==> src/hdl/zbuffered_cube_point_renderer_top_defines.svh <==
// Assertion macros for the cube point renderer.
// Used by zbuffered_cube_point_renderer_top; expects a clock named clk and reset rst.
`ifndef ZBUFFERED_CUBE_POINT_RENDERER_TOP_DEFINES_SVH
`define ZBUFFERED_CUBE_POINT_RENDERER_TOP_DEFINES_SVH

// same-cycle implication
`define ZCPR_ASSERT_NOW(lbl, ante, cons) \
  lbl: assert property (@(posedge clk) disable iff (rst) (ante) |-> (cons)) \
    else $error("zcpr same-cycle check failed");

// next-cycle implication
`define ZCPR_ASSERT_NEXT(lbl, ante, cons) \
  lbl: assert property (@(posedge clk) disable iff (rst) (ante) |=> (cons)) \
    else $error("zcpr next-cycle check failed");

`endif

==> src/hdl/zcpr_pkg.sv <==
// Shared types, constants and helper functions for the cube point renderer.
// No dependencies; imported by zcpr_recip, zbuffered_cube_point_renderer_top and tb_top.
package zcpr_pkg;

  localparam int DEF_COLUMNS = 80;
  localparam int DEF_ROWS    = 22;

  localparam int Q_W     = 16;
  localparam int V_W     = 24;
  localparam int P_W     = Q_W + V_W;
  localparam int DEPTH_W = 16;
  localparam int CELL_W  = 11;
  localparam int LVL_W   = 4;
  localparam int GLYPH_W = 7;
  localparam int DEN_W   = 24;
  localparam int RECIP_STEPS = 16;

  localparam logic signed [V_W-1:0] ONE_Q14     = 24'sd16384;
  localparam logic signed [V_W:0]   VIEW_OFFSET = 25'sd81920;
  localparam logic [DEN_W-1:0]      RECIP_INIT  = 24'd16384;
  localparam logic [DEPTH_W-1:0]    DEPTH_MAX   = 16'hFFFF;
  localparam int                    LIGHT8      = 302512;
  localparam logic [LVL_W-1:0]      LVL_MAX     = 4'd11;
  localparam logic [GLYPH_W-1:0]    GLYPH_BLANK = 7'd32;
  localparam logic [2:0]            FACE_LAST   = 3'd5;

  localparam logic [1:0] AX_Z = 2'b00;
  localparam logic [1:0] AX_P = 2'b01;
  localparam logic [1:0] AX_M = 2'b11;

  typedef enum logic [1:0] {
    CFG_SIN_A = 2'd0,
    CFG_COS_A = 2'd1,
    CFG_SIN_B = 2'd2,
    CFG_COS_B = 2'd3
  } zcpr_cfg_t;

  typedef enum logic [0:0] {
    CMD_CLEAR = 1'b0,
    CMD_PLOT  = 1'b1
  } zcpr_cmd_t;

  typedef enum logic [3:0] {
    S_IDLE, S_CLEAR, S_ROT0, S_ROT1, S_ROT2, S_ROT3, S_ROT4,
    S_RECIP, S_DIV, S_PROJ, S_POS, S_READ, S_CMP, S_DONE
  } zcpr_state_t;

  typedef logic [8:0][1:0] face_row_t;

  // order: normal xyz, u tangent xyz, v tangent xyz (entry 0 = normal x)
  function automatic face_row_t face_row(logic [2:0] f);
    face_row_t r;
    r = '0;
    case (f)
      3'd0: r = {AX_Z, AX_P, AX_Z, AX_Z, AX_Z, AX_P, AX_P, AX_Z, AX_Z};
      3'd1: r = {AX_Z, AX_P, AX_Z, AX_Z, AX_Z, AX_M, AX_M, AX_Z, AX_Z};
      3'd2: r = {AX_Z, AX_P, AX_Z, AX_M, AX_Z, AX_Z, AX_Z, AX_Z, AX_P};
      3'd3: r = {AX_Z, AX_P, AX_Z, AX_P, AX_Z, AX_Z, AX_Z, AX_Z, AX_M};
      3'd4: r = {AX_M, AX_Z, AX_Z, AX_Z, AX_Z, AX_P, AX_Z, AX_P, AX_Z};
      3'd5: r = {AX_P, AX_Z, AX_Z, AX_Z, AX_Z, AX_P, AX_Z, AX_M, AX_Z};
      default: r = '0;
    endcase
    return r;
  endfunction

  function automatic logic signed [V_W-1:0] axis_term(logic [1:0] c,
                                                      logic signed [V_W-1:0] val);
    logic signed [V_W-1:0] r;
    case (c)
      AX_P:    r = val;
      AX_M:    r = -val;
      default: r = '0;
    endcase
    return r;
  endfunction

  // Q28 -> Q14, round half up
  function automatic logic signed [V_W-1:0] rnd14(logic signed [P_W:0] s);
    logic signed [P_W:0] t;
    t = s + (P_W+1)'(8192);
    return t[V_W+13:14];
  endfunction

  // divide by 2^30, truncate toward zero
  function automatic logic signed [15:0] trunc30(logic signed [45:0] p);
    logic signed [45:0] t;
    t = p[45] ? p + 46'sd1073741823 : p;
    return t[45:30];
  endfunction

  function automatic logic [GLYPH_W-1:0] ramp_glyph(logic [LVL_W-1:0] l);
    logic [GLYPH_W-1:0] g;
    case (l)
      4'd0:    g = 7'h2E;
      4'd1:    g = 7'h2C;
      4'd2:    g = 7'h2D;
      4'd3:    g = 7'h7E;
      4'd4:    g = 7'h3A;
      4'd5:    g = 7'h3B;
      4'd6:    g = 7'h3D;
      4'd7:    g = 7'h21;
      4'd8:    g = 7'h2A;
      4'd9:    g = 7'h23;
      4'd10:   g = 7'h24;
      4'd11:   g = 7'h40;
      default: g = GLYPH_BLANK;
    endcase
    return g;
  endfunction

endpackage

==> src/hdl/zcpr_recip.sv <==
// Restoring divider producing floor(2^30 / denom) for denom above 2^14.
// Depends on zcpr_pkg; one quotient bit per cycle.
module zcpr_recip import zcpr_pkg::*; (
  input  logic             clk,
  input  logic             rst,
  input  logic             start,
  input  logic [DEN_W-1:0] denom,
  output logic             done,
  output logic [15:0]      quot
);

  localparam int CNT_W = $clog2(RECIP_STEPS);

  logic             busy;
  logic [CNT_W-1:0] cnt;
  logic [DEN_W-1:0] rem;
  logic [DEN_W-1:0] den;
  logic [DEN_W:0]   rem2;

  assign rem2 = {rem, 1'b0};

  always_ff @(posedge clk) begin
    if (rst) begin
      busy <= 1'b0;
      done <= 1'b0;
      cnt  <= '0;
    end else begin
      done <= 1'b0;
      if (start) begin
        busy <= 1'b1;
        cnt  <= '0;
      end else if (busy) begin
        cnt <= cnt + 1'b1;
        if (cnt == CNT_W'(RECIP_STEPS - 1)) begin
          busy <= 1'b0;
          done <= 1'b1;
        end
      end
    end
  end

  always_ff @(posedge clk) begin
    if (start) begin
      rem  <= RECIP_INIT;
      den  <= denom;
      quot <= '0;
    end else if (busy) begin
      if (rem2 >= {1'b0, den}) begin
        rem  <= DEN_W'(rem2 - {1'b0, den});
        quot <= {quot[14:0], 1'b1};
      end else begin
        rem  <= rem2[DEN_W-1:0];
        quot <= {quot[14:0], 1'b0};
      end
    end
  end

endmodule

==> config.mk <==
export PLATFORM = sky130hd
export DESIGN_NAME = zcpr_recip
export DESIGN_NICKNAME = d
export VERILOG_FILES = /design/src/hdl/zbuffered_cube_point_renderer_top_defines.svh /design/src/hdl/zcpr_pkg.sv /design/src/hdl/zcpr_recip.sv
export SDC_FILE = /design/constraint.sdc
export NUM_CORES = 1
export LEC_CHECK = 0
export BUFFER_PORTS_ARGS = -buffer_cell sky130_fd_sc_hd__buf_4
export CAP_MARGIN = 20
export CORE_ASPECT_RATIO = 2
export CORE_UTILIZATION = 35
export CTS_CLUSTER_DIAMETER = 120
export DETAILED_ROUTE_END_ITERATION = 12
export GPL_ROUTABILITY_DRIVEN = 1
export RECOVER_POWER = 100
export REMOVE_ABC_BUFFERS = 1
export SETUP_SLACK_MARGIN = 0.2
export SLEW_MARGIN = 5
export SYNTH_ARGS = -nofsm -noshare
export SYNTH_HDL_FRONTEND = slang
export SYNTH_SLANG_ARGS = --single-unit
==> constraint.sdc <==
create_clock -name clk -period 8.8 [get_ports clk]
set_clock_uncertainty 0.2 [all_clocks]
set_input_delay 1.32 -clock clk [delete_from_list [all_inputs] [get_ports clk]]
set_output_delay 1.32 -clock clk [all_outputs]
set_load 0.05 [all_outputs]
======== Word-level counts from Yosys, hierarchy flattened ========
Cells that the tools add are included.
cells by class
  reductions and logical operators ........ 2
  bitwise gates (word level) .............. 1
  order comparisons ....................... 1
  equality and inequality tests ........... 1
  muxes and demuxes ....................... 6
  add/subtract/negate cells ............... 2
operators with widths
  cell                 number
  $ge 25x24->1         1
  $mux 24              1
  $sub 24x24->24       1
  $mux 1               5
  $add 4x1->4 const B  1
  $eq 4x4->1 const B   1
  $reduce_or 3->1      1
  $reduce_or 2->1      1
  $not 1->1            1
word-level totals
  input port bits ......................... 27
  output and inout bits ................... 17
  bits in registers ....................... 70
  word-level logic and storage cells ...... 19

======== Logic depth before layout (Yosys ltp) ========
Gate-level depths: netlist of the first run.
  word-level depth ........................ 4
  mapped depth ............................ 12
  gate-level depth less buffers ........... 10

======== Worst setup path before layout of the first run ========
No wires, ideal clock.
  path type ............................... register to register
  start ................................... register den[1]
  end ..................................... register rem[15]
  stages on the path, launching flop included .. 12
  path buffers ............................ 1
  arrival time ............................ 2464 ps
  slack ................................... 6046 ps
  library setup time ...................... 91 ps
  required time ........................... 8509 ps
  clock period less this slack ............ 2754 ps
  cell sequence ........................... edfxtp_1 > inv_1 > ha_1 > nor2b_1 > o31a_1 > o311ai_2 > nand4_2 > a211oi_2 > o2111a_2 > buf_6 > o21ai_1 > a311oi_1
on the way
  longest elaborated chain between the ends .. 2
  elaborated cells on any way between the ends .. 3
  classes of those cells .................. 1 x add/sub; 1 x order compare; 1 x mux
ends and longest elaborated chain
  what                                            line                                RTL
  start: declaration                              zcpr_recip.sv:17                    logic [DEN_W-1:0] den;
  start signal: assignment                        zcpr_recip.sv:45                    den <= denom;
  $sub 24x24->24 or $ge 25x24->1 (tied branches)  zcpr_recip.sv:49, zcpr_recip.sv:48
  $mux 24 (*)                                     zcpr_recip.sv:48                    if (rem2 >= {1'b0, den}) begin
  end signal: assignment                          zcpr_recip.sv:49                    rem <= DEN_W'(rem2 - {1'b0, den});
  end signal: assignment                          zcpr_recip.sv:52                    rem <= rem2[DEN_W-1:0];
  end: declaration                                zcpr_recip.sv:16                    logic [DEN_W-1:0] rem;
Mark *: on every way between the ends. The rest lies on a longest branch, timed or not.
A chain may end at the register's enable or synchronous reset.

==> results of run 1 <==
[stage by stage]
stage,hold WS [ps],power [mW]
2_1_floorplan,239.2,0.5381
3_3_place_gp,250.0,0.6064
3_5_place_dp,272.1,0.6085
4_1_cts,279.8,0.9935
5_1_grt,314.2,1.027
6_report,277.1,0.9795
[routing by layer]
metal	vias up	wire length, um	GRT usage
met1	1731	3829	0.1750
li1	1732	-	-
met5	-	0	0
met4	0	699	0.1532
met3	46	485	0.04490
met2	116	5915	0.3399
[power breakdown]
part           switching (mW)  internal, mW
sequential             0.0118         0.355
clock                   0.141         0.236
combinational           0.152        0.0828
[critical path: stages]
cell and delay, ps:
clkbuf_1 2220, inv_1 980, o2111ai_1 320, o311ai_0 170
[worst min path at each step]
| stage | start | cells past startpoint | endpoint | slack [ps] |
|---|---|---|---|---|
| after floorplan | cnt[3]$_SDFFE_PP0P_ | 2 | done$_SDFF_PP0_ | 240 |
| after global routing | cnt[3]$_SDFFE_PP0P_ | 2 | done$_SDFF_PP0_ | 310 |
| after detailed placement | cnt[3]$_SDFFE_PP0P_ | 2 | done$_SDFF_PP0_ | 270 |
| after CTS | cnt[3]$_SDFFE_PP0P_ | 2 | done$_SDFF_PP0_ | 280 |
| after global placement | cnt[3]$_SDFFE_PP0P_ | 2 | done$_SDFF_PP0_ | 250 |
| final | cnt[3]$_SDFFE_PP0P_ | 2 | done$_SDFF_PP0_ | 280 |
[flip-flops by register name (all words and copies together) (netlist names)]
| name | count |
|---|---|
| quot | 16 |
| done | 1 |
| den | 24 |
| busy | 1 |
| rem | 24 |
| cnt | 4 |
[area by class of cell]
cell class	instances	area share
clock buffers	11	0.05351
well taps	145	0.03822
multi-input cells	320	0.4634
flip-flops and latches	70	0.3461
inverters	40	0.03163
clock inverters	5	0.01186
repair buffers	44	0.05535
[cell usage in the layout (no fill, tap or decap), types with 8 or more instances in the layout]
master,n
nor2_1,52
dfxtp_1,45
inv_1,40
ha_1,25
edfxtp_1,24
clkbuf_4,24
nand3_1,23
nand2_1,21
a21oi_1,20
clkbuf_1,19
mux2i_1,17
o21ai_0,15
a311oi_1,14
nor3_1,12
xnor2_1,11
o21ai_1,11
clkbuf_16,10
a21o_1,8
[logic make-up (layout without fill, tap and decap cells)]
group | count (synthesis) | after routing | synth area share
compound gates | 117 | 117 | 0.2158
xor+xnor | 18 | 18 | 0.03766
fa+ha+maj | 26 | 26 | 0.07950
buf+inv | 63 | 100 | 0.07411
flops | 70 | 70 | 0.3921
mux | 17 | 17 | 0.04064
simple gates | 142 | 142 | 0.1602
==> results.txt, run 1 <==
- The first global-routing pass estimated 17,740 um of wire.
- The worst setup path is launched from an input pin.
* Clock-pin slew reported for the worst setup and hold paths after clock tree synthesis: 60 ps
* Clock latency at the later pin of the worst-skew pair: 340 ps
- Placed instance area: 4542 um^2
* Fraction of final layout cells sized beyond drive strength 1: 0.1163
- Clock tree synthesis inserted a total of 9 buffers.
- Top cells by count, synth: nor2_1, dfxtp_1, inv_1
- The most critical setup path has its endpoint at rem[1]$_SDFFE_PP0P_.
- Final std cells w/o fill: 635
- Instance count of the mapped netlist: 453
* Count of fill cells added during filler insertion: 1,157
* Antenna diode count: 0
- The initial utilization of the core area, before any placement, comes to 0.3578.
- Area of the mapped netlist: 4187 um^2
- Capture point of the worst reg-to-reg path: rem[13]$_SDFFE_PP0P_
- Htree depth: 3
- Detailed Route Iter0 Violations: 236
- Mean number of vias per cell: 5.709
- The clock passes through at most 2 buffers.
* Most frequently used cell type in the post-synthesis netlist: nor2_1
- Worst slack, placed: 5239 ps
* IO Pins: 44
* Setup TNS after final layout: 0 ps
- The finished cells cover 4747 um^2.
* Clock root buffer: clkbuf_16
- Across every metal layer, demand over resource in global routing totals 0.1886.
- TritonCTS built the clock tree.
- Initial antenna violation count: 0
* Routed wire per std cell: 17.21 um
- Yosys warnings: 0
- Setup slack on the critical path of the routed design comes to 3647 ps.
* Worst endpoint data arrival time: 5030 ps
- Final number of max-transition violations: 63
- Detailed placement finished with a half-perimeter wire length of 7533 um.
* Synth-to-layout area growth: 13.39%
- Across the VDD grid, the largest voltage drop is 0.0001225 V.
- The number of setup buffers added after CTS is 0.
* Req. time, crit path: 8680 ps
- Library cells used by synthesis: 60
- Global routing finished with a remaining overflow of 0.
* Outcome: finished, violations left
* Slew at the pin with the worst max-slew slack: 3189 ps
- Fraction of registers with async set/reset: 0
* Slew headroom: -1.126
- The die covers 12,430 um^2.
* Cell type with the highest aggregate area in the netlist: dfxtp_1
- Residual DRC count: 0
- Leakage power summed over all cells: 1.926 nW
- In this run the standard cell core region covers 11,700 um^2.
* Pin count of the biggest net entering global routing: 67
* Setup CP Type: in -> reg
- Worst flop-to-flop path startpoint: den[1]$_DFFE_PP_
- Counting flops and latches in the post-synthesis netlist gives 70.
- Across the run, the number of max-cap violations was 1.
- Synth top area share: 0.2200
- Layout Nets: 538
- Crit path capture type: flip-flop
- Along the worst path, the maximum fanout reaches 62.
* Cell types with the largest area share after synthesis: dfxtp_1, edfxtp_1, ha_1
* F_max: 194.0 MHz
- For this run, the detailed router's first-pass iteration total came to 4.
* Violated checks: max-capacitance violations, max-slew violations
- Standard-cell rows: 56
- In the final layout, flip-flops and latches occupy 1643 um^2.
* Most used flip-flop cell after synthesis: dfxtp_1
- In this run, placement finished with an instance count of 619.
- Setup slack, reg-to-reg: 5110 ps
- The final number of hold-violating endpoints came to 0.
* WL final: 10,930 um
* Clock Sink Count: 70
- Number of enable-type register cells in the synthesized netlist: 24
- For this run, the share of the core covered by cells in the final layout is 0.4057.
* First element of the critical path: start
- The routed design could run at a clock period as short as 5153 ps.
- Die Span X: 79.34 um
- Per-instance average area after synthesis: 9.242 um^2
- Multi-input combinational cell area: 2200 um^2
- RSZ-0062 raised after global routing: no
* Fraction of the cycle the final worst path needs: 0.5856
* Power Dens Cells: 206.3 nW/um^2
- Last weighted congestion value of the routability-driven placer: 0.9587
* Detailed-route via count: 3,625
- Class of the tightest hold or removal check: reg -> reg
- Fraction of the yosys area taken by sequential cells: 0.3921
- Post-CTS sizing: 0
- Port bufs: 43
- Via count of the first global-routing pass: 3,698
- Worst reg-to-reg path cell count: 10
- Number of setup violations in the final report: 0
- After clock tree synthesis, the flow added hold-fix buffers numbering 0.
- Overall die height: 156.7 um
* Routed Antenna Nets: 0
No activity file was read; power rests on OpenSTA's default activity.
==> run 2, diff against run 1 <==
==> constraint.sdc (replaced) <==
create_clock -name clk -period 4.52 [get_ports clk]
set_clock_uncertainty 0.2 [all_clocks]
set_input_delay 0.678 -clock clk [delete_from_list [all_inputs] [get_ports clk]]
set_output_delay 0.678 -clock clk [all_outputs]
set_load 0.05 [all_outputs]
==> run 2 against run 1 <==
The flow now finishes without violations. Combinational power up 94%. Cell area shrank 0.11%. Wire length fell by 0.82%. Sequential cell count unchanged. Clock power up 78%. Utilization about the same. Worst setup slack lost 2900 ps. Cell count did not move. Global-route usage shrank 0.34 points. Largest power group is now registers.
==> results.txt, run 2 (synthesized netlist as in run 1, its figures left out) <==
- Req. time, crit path: 4560 ps (-4120 ps)
- First-pass iteration count of the detailed router: 5 (+1)
- Core Area: 11,700 um^2 (unchanged)
- RSZ-0062 raised after global routing: no
* WL final: 10,840 um (-0.82%)
* Standard-cell rows: 56 (unchanged)
* Placed instance area: 4542 um^2 (unchanged)
- Htree depth: 3 (unchanged)
* Detailed-route via count: 3,608 (-0.47%)
- The number of fill cells in the layout was 1,171 (+1.2%).
* Number of setup violations in the final report: 0 (unchanged)
* Class of the tightest hold or removal check: reg -> reg
- The initial detailed-routing violation count came to 194 (-18%).
- The fraction of layout instances using a drive strength above 1 is 0.1245 (+0.008163).
- The power per cell area was 388.3 nW/um^2 (+88%).
- Layout Nets: 538 (unchanged)
- The maximum fanout count along the critical path is 22 (-65%).
- The detailed-placement wirelength estimate is 7557 um (+0.31%).
* Clock-pin slew reported for the worst setup and hold paths after clock tree synthesis: 60 ps (about the same)
* Clock Sink Count: 70 (unchanged)
- Total routing resource utilization after global routing: 0.1852 (-0.003442)
- In the finished design, the share of the clock period the worst path needs comes to 0.8423.
- The maximum number of pins on one net before global-route repair was 67 (unchanged).
* Starting Density: 0.3578 (unchanged)
- Final number of max-transition violations: 0 (-100%)
* Net Sw Frac: 0.3334 (+0.02187)
- Port bufs: 43 (unchanged)
- The leakage power total came to 1.918 nW (-0.42%).
- Clock Power Share: 0.364 (-0.021)
- The number of inserted diodes came to 0 (unchanged).
- Outcome: completed
* Buffer depth of the longest clock path: 2 (unchanged)
- Commonest non-fill, non-tap cells in the layout: nor2_1, dfxtp_1, inv_1, o21ai_0, ha_1
* Post-layout min period: 3807 ps
- Overall die height: 156.7 um (unchanged)
- Setup CP Type: reg -> reg
* Number of max-cap violations: 0 (-1)
- The final global-route overflow total came to 0 (unchanged).
- The CTS buffer count is 9 (unchanged).
* Slew headroom: 0.3119 (+1.438)
- Routed wire per std cell: 17.07 um (-0.82%)
- Number of setup buffers added after CTS: 0 (unchanged)
* Largest regs: den (24), rem (24), quot (16)
- Clock latency at the later pin of the worst-skew pair: 350 ps (about the same)
- The worst setup path is launched from a flip-flop.
- TritonCTS built the clock tree.
- Total Die Area: 12,430 um^2 (unchanged)
* Residual DRC count: 0 (unchanged)
- The worst setup path is captured at a flip-flop.
- The total of cells resized after clock tree synthesis was 0 (unchanged).
- IO Pins: 44 (unchanged)
* Die Span X: 79.34 um (unchanged)
- Internal portion of total power: 1.227 mW (+82%)
* Most common cell after layout, fill and taps aside: nor2_1
* Last weighted congestion value of the routability-driven placer: 0.9585 (about the same)
- Clock root buffer: clkbuf_16
- The slew at the pin closest to its max-slew limit was 1031 ps (-2158 ps).
- Mean number of vias per cell: 5.682 (-0.47%)
* Final instance area: 4742 um^2 (-0.11%)
- Static timing analysis puts the maximum clock frequency at 262.6 MHz.
- The number of antenna violations at the first check in global routing is 0 (unchanged).
- The highest ir drop seen on vdd came to 0.0002442 V (+99%).
* First-pass GRT wire length: 17,550 um (-1.0%)
- The arrival time at the worst endpoint came to 3850 ps (-1180 ps).
- Share of total power in combinational logic: 0.248 (+0.008)
- Synth-to-layout area growth: 13.27%
- Setup TNS after final layout: 0 ps (unchanged)
- The via count of the first global-routing pass was 3,702 (+0.11%).
* Sequential fraction of design power: 0.388 (+0.013)
- Routed Antenna Nets: 0 (unchanged)
- The final number of hold-violating endpoints was 0 (unchanged).
* Switching power of the nets: 0.6140 mW (+100%)
* Post-cts hold buffer count: 0 (unchanged)
[run 2: cell types whose count changed in the layout (fill, tap and decap cells not counted), moves of 2 or more]
cell      delta
inv_6        +2
a311oi_2     +5
inv_4        +2
o21ai_1     -11
o21ai_0     +11
a311oi_1     -5
[run 2: path summary, 6_finish.rpt]
kind                       start  slack (ps)                    to  depth (start not counted)
max             den[1]$_DFFE_PP_         710  rem[11]$_SDFFE_PP0P_                         10
min reg2reg  cnt[3]$_SDFFE_PP0P_         270       done$_SDFF_PP0_                          2
min          cnt[3]$_SDFFE_PP0P_         270       done$_SDFF_PP0_                          2
max reg2reg     den[1]$_DFFE_PP_         710  rem[11]$_SDFFE_PP0P_                         10
[run 2: layout make-up]
cell class,instances,area (um^2),area share
clock buffers,10,229.0,0.04829
clock inverters,6,42.54,0.008971
inverters,40,150.1,0.03166
multi-input cells,320,2231,0.4704
flip-flops and latches,70,1642,0.3462
well taps,145,181.4,0.03826
repair buffers,44,266.5,0.05620
[run 2: critical path, cell delays in order (launching register included)]
cell and delay (ps):
edfxtp_1 410, inv_1 80, ha_1 240, nor2b_1 150, o31a_1 300, o311ai_2 280, nand4_2 170, a211oi_1 420
o2111a_1 840, o21ai_0 290, a311oi_2 310
[run 2: power by group through the flow]
| stage | combinational (mW) | sequential [mW] | clock, mW |
|---|---|---|---|
| detailed placement | 0.458 | 0.727 | 0 |
| global placement | 0.454 | 0.726 | 0 |
| floorplan | 0.313 | 0.734 | 0 |
| global route | 0.498 | 0.718 | 0.705 |
| finish | 0.457 | 0.714 | 0.671 |
| CTS | 0.462 | 0.714 | 0.685 |
[run 2: through the flow]
stage / instances / utilization / total power [mW] / setup slack, ps / hold slack [ps]
after floorplan: 430 / - / 1.048 / 1402 / 239.2
final: 635 / 0.4053 / 1.841 / 712.6 / 274.2
after global routing: 635 / 0.4053 / 1.921 / 518.4 / 298.9
after CTS: 635 / 0.4114 / 1.862 / 958.1 / 273.2
after global placement: 619 / 0.3882 / 1.181 / 1087 / 249.9
after detailed placement: 619 / 0.3882 / 1.185 / 981.0 / 267.9
[run 2: layer usage]
| metal | global-route usage | part of all wire |
|---|---|---|
| met5 | 0 | 0 |
| met4 | 0.1238 | 0.046 |
| met3 | 0.03615 | 0.045 |
| met2 | 0.3526 | 0.56 |
| met1 | 0.1712 | 0.35 |
